<file path="src/rtl/nfk_pkg.sv">
// Shared types and constants for the newest-first top-k file list.
// No dependencies; imported by every module of the block.
package nfk_pkg;

  // Year field of the packed DOS date and its upper limit (exclusive)
  localparam int YEAR_SHIFT = 9;
  localparam int YEAR_LIMIT = 20;

  // Action codes of an input transaction
  typedef enum logic [1:0] {
    ACT_CLEAR  = 2'd0,
    ACT_INSERT = 2'd1,
    ACT_READ   = 2'd2,
    ACT_NOP    = 2'd3
  } act_t;

  // One stored table entry: key is date in the upper half, time in the lower
  typedef struct packed {
    logic [31:0] key;
    logic [31:0] size;
    logic [15:0] tag;
  } entry_t;

  // One result transaction
  typedef struct packed {
    logic        accepted;
    logic [7:0]  slot;
    logic [8:0]  entry_count;
    logic        read_ok;
    logic [15:0] out_date;
    logic [15:0] out_time;
    logic [31:0] out_size;
    logic [15:0] out_tag;
  } res_t;

  // Sequencer states
  typedef enum logic [2:0] {
    ST_IDLE,
    ST_CMP,
    ST_INS,
    ST_RDW,
    ST_RESP
  } state_t;

endpackage

</file>
<file path="src/rtl/nfk_cmp.sv">
// Shared compare unit: new key against one stored entry, plus the year check.
// Depends on nfk_pkg for the entry type and year constants.
module nfk_cmp (
  input  logic [31:0]      key,
  input  nfk_pkg::entry_t  stored,
  input  logic [15:0]      date,
  output logic             newer,
  output logic             year_ok
);
  import nfk_pkg::*;

  // strictly newer: equal keys keep the stored entry first
  assign newer   = key > stored.key;
  // year since 1980 must stay below the limit
  assign year_ok = (date >> YEAR_SHIFT) < 16'(YEAR_LIMIT);

endmodule

</file>
<file path="config.mk">
export PLATFORM = sky130hd
export DESIGN_NAME = nfk_cmp
export DESIGN_NICKNAME = d
export VERILOG_FILES = /design/src/rtl/nfk_pkg.sv /design/src/rtl/nfk_cmp.sv
export SDC_FILE = /design/constraint.sdc
export NUM_CORES = 1
export LEC_CHECK = 0
export BUFFER_PORTS_ARGS = -buffer_cell sky130_fd_sc_hd__buf_2
export CAP_MARGIN = 15
export CORE_UTILIZATION = 32
export DETAILED_ROUTE_END_ITERATION = 10
export PLACE_DENSITY_LB_ADDON = 0.15
export SYNTH_ARGS = -nofsm -noshare
export SYNTH_HDL_FRONTEND = slang
export SYNTH_SLANG_ARGS = --single-unit
</file>
<file path="constraint.sdc">
create_clock -name vclk -period 3.9
set_input_delay 0.195 -clock vclk [all_inputs]
set_output_delay 0.195 -clock vclk [all_outputs]
set_load 0.03 [all_outputs]
</file>
==> metrics.cfg <==
[run_status]
status=completed

[global_route]
antenna_found_initial=0
grtUsageMet1=0.1616
grt.busiest_layer=met2
grt_max_degree=4
grt_first_pass_wirelength_microns=2794
grt_use_total=0.1240
gr-usage-met3=0
use_met2=0.2342
first_global_vias=788
grt_remaining_overflow=0

[sta]
maxSlewViolCount=0
fin_setup_tns_ns=0
rsz0062_at_grt=false
max_freq_mhz=484.4
relSlewSlack=0.7541
period_needed_ns=2.065
fin_crit_sh=0.5294
setup_violations=0
tightest_slew_ns=0.3639
finalHoldViolCount=0
worst_hold_slack_ns=0.6645

[floorplan]
core_sq_um=2318
die_w_microns=52.57
die_area_sq_um=2764
io_pins=130
num_rows=17
start_util=0.3529
dieHeight_microns=52.57

[logic_synthesis]
yosys-top-cells-area=ha_1 49%, inv_1 15%, a21oi_1 8.0%
synth_cell_types=21
ys_seq_area_frac=0
syn_area_sq_um=818.3
synth_top_cell_by_area=ha_1
yosys.area.top_type_share=0.4893
ys_top_cells_by_count=32 x ha_1, 32 x inv_1, 13 x a21oi_1, 6 x nand2_1
syn-num-nets=274
ys_warn_count=0
syn_area_per_cell_sq_um=7.178
syn_inst=114

[critical_path]
cp.required_ns=3.70
crit_path_end_kind=primary output
cp_max_fo=2
start_kind=primary input
arrival_ns=1.87
critPathKind=in -> out

[place]
io_buffers=71
finalWeightedCongestion=0.7719
dp_hpwl_microns=1833

[drt]
viasPerCell=4.554
vias=970
routedWlPerCell_microns=8.883
wl_microns=1892
drtPass1Iterations=3
drc=0
drt-initial-drc-count=3
antenna_left=0

[cells_and_area]
multi_input_area_sq_um=698.2
diodes=0
nNetsFinal=347
register_area_sq_um=0
nFlopsAndLatches=0
layout-drive-gt1-share=0.3892
area_growth_pct=47.71
nClkBuffers=0
fillers=241

[min_path]
hold_class=in -> out

[pwr]
vdd_drop_max_v=0.00004555
p_leak_nw=0.7924
power_density_nw_per_um2=90.14

[clock_network]
post-cts-setup-buffers=0
cts_hold_buf=0
cts_resized=0

[flow_run]
maxCapViolCount=0

==> cell type report <==
cell class / count / area share
well taps: 28 / 0.02899
repair buffers: 71 / 0.2940
inverters: 32 / 0.09938
multi-input cells: 82 / 0.5776
==> power by group <==
group | leakage [nW] | switching [mW] | internal, mW | total [mW]
Sequential | 0 | 0 | 0 | 0
Combinational | 0.792 | 0.0505 | 0.0584 | 0.109
Clock | 0 | 0 | 0 | 0
Total | 0.792 | 0.0505 | 0.0584 | 0.109
==> worst max-delay path, stage by stage <==
cell and delay [ns]:
buf_2 0.10, ha_1 0.30, a21oi_1 0.15, o21ai_1 0.08, a221o_1 0.37, a2111oi_2 0.37, a21oi_1 0.12, buf_2 0.19
==> through the flow <==
| step | cell area [sq um] | power (mW) | cells | setup slack, ns | util |
|---|---|---|---|---|---|
| final | 1209 | 0.1089 | 213 | 1.835 | 0.5213 |
| after global routing | 1209 | 0.1251 | 213 | 1.644 | 0.5213 |
| after CTS | 1209 | 0.1107 | 213 | 1.816 | 0.5213 |
| after detailed placement | 1209 | 0.1100 | 213 | 1.819 | 0.5213 |
| after global placement | 1209 | 0.1053 | 213 | 1.835 | 0.5213 |
| after floorplan | 818.3 | 0.06080 | 114 | 1.965 | - |
==> logic make-up (layout without fill, tap and decap cells) <==
group	count (synthesis)	after routing	synth area share
adder cells (fa/ha/maj)	32	32	0.4893
AO/OA/AOI/OAI	25	25	0.1988
AND/OR/NAND/NOR	25	25	0.1651
buffers and inverters	32	103	0.1468
==> metal layers <==
layer,vias to the layer above,wire [microns]
li1,544,-
met1,382,879
met2,44,854
met3,0,158
met4,0,0
met5,-,0
==> final timing paths <==
| check | start | to | slack (ns) | depth (start not counted) |
|---|---|---|---|---|
| worst max-delay path | key[17] | newer | 1.84 | 8 |
| worst min-delay path | date[14] | year_ok | 0.66 | 3 |
==> cell usage in the layout (no fill, tap or decap), drive strengths merged <==
| cell | instances |
|---|---|
| o211ai | 1 |
| nand3 | 5 |
| nor3 | 1 |
| and4 | 2 |
| o31ai | 1 |
| o21a | 1 |
| buf | 71 |
| nand2 | 6 |
| nor2 | 3 |
| a21oi | 13 |
| a21boi | 2 |
| inv | 32 |
| nor2b | 1 |
| ha | 32 |
| a21o | 2 |
| nor4 | 1 |
| nand4 | 5 |
| a2111oi | 1 |
| a221o | 2 |
| nor4bb | 1 |
| o21ai | 2 |
No activity file was read; power rests on OpenSTA's default activity.
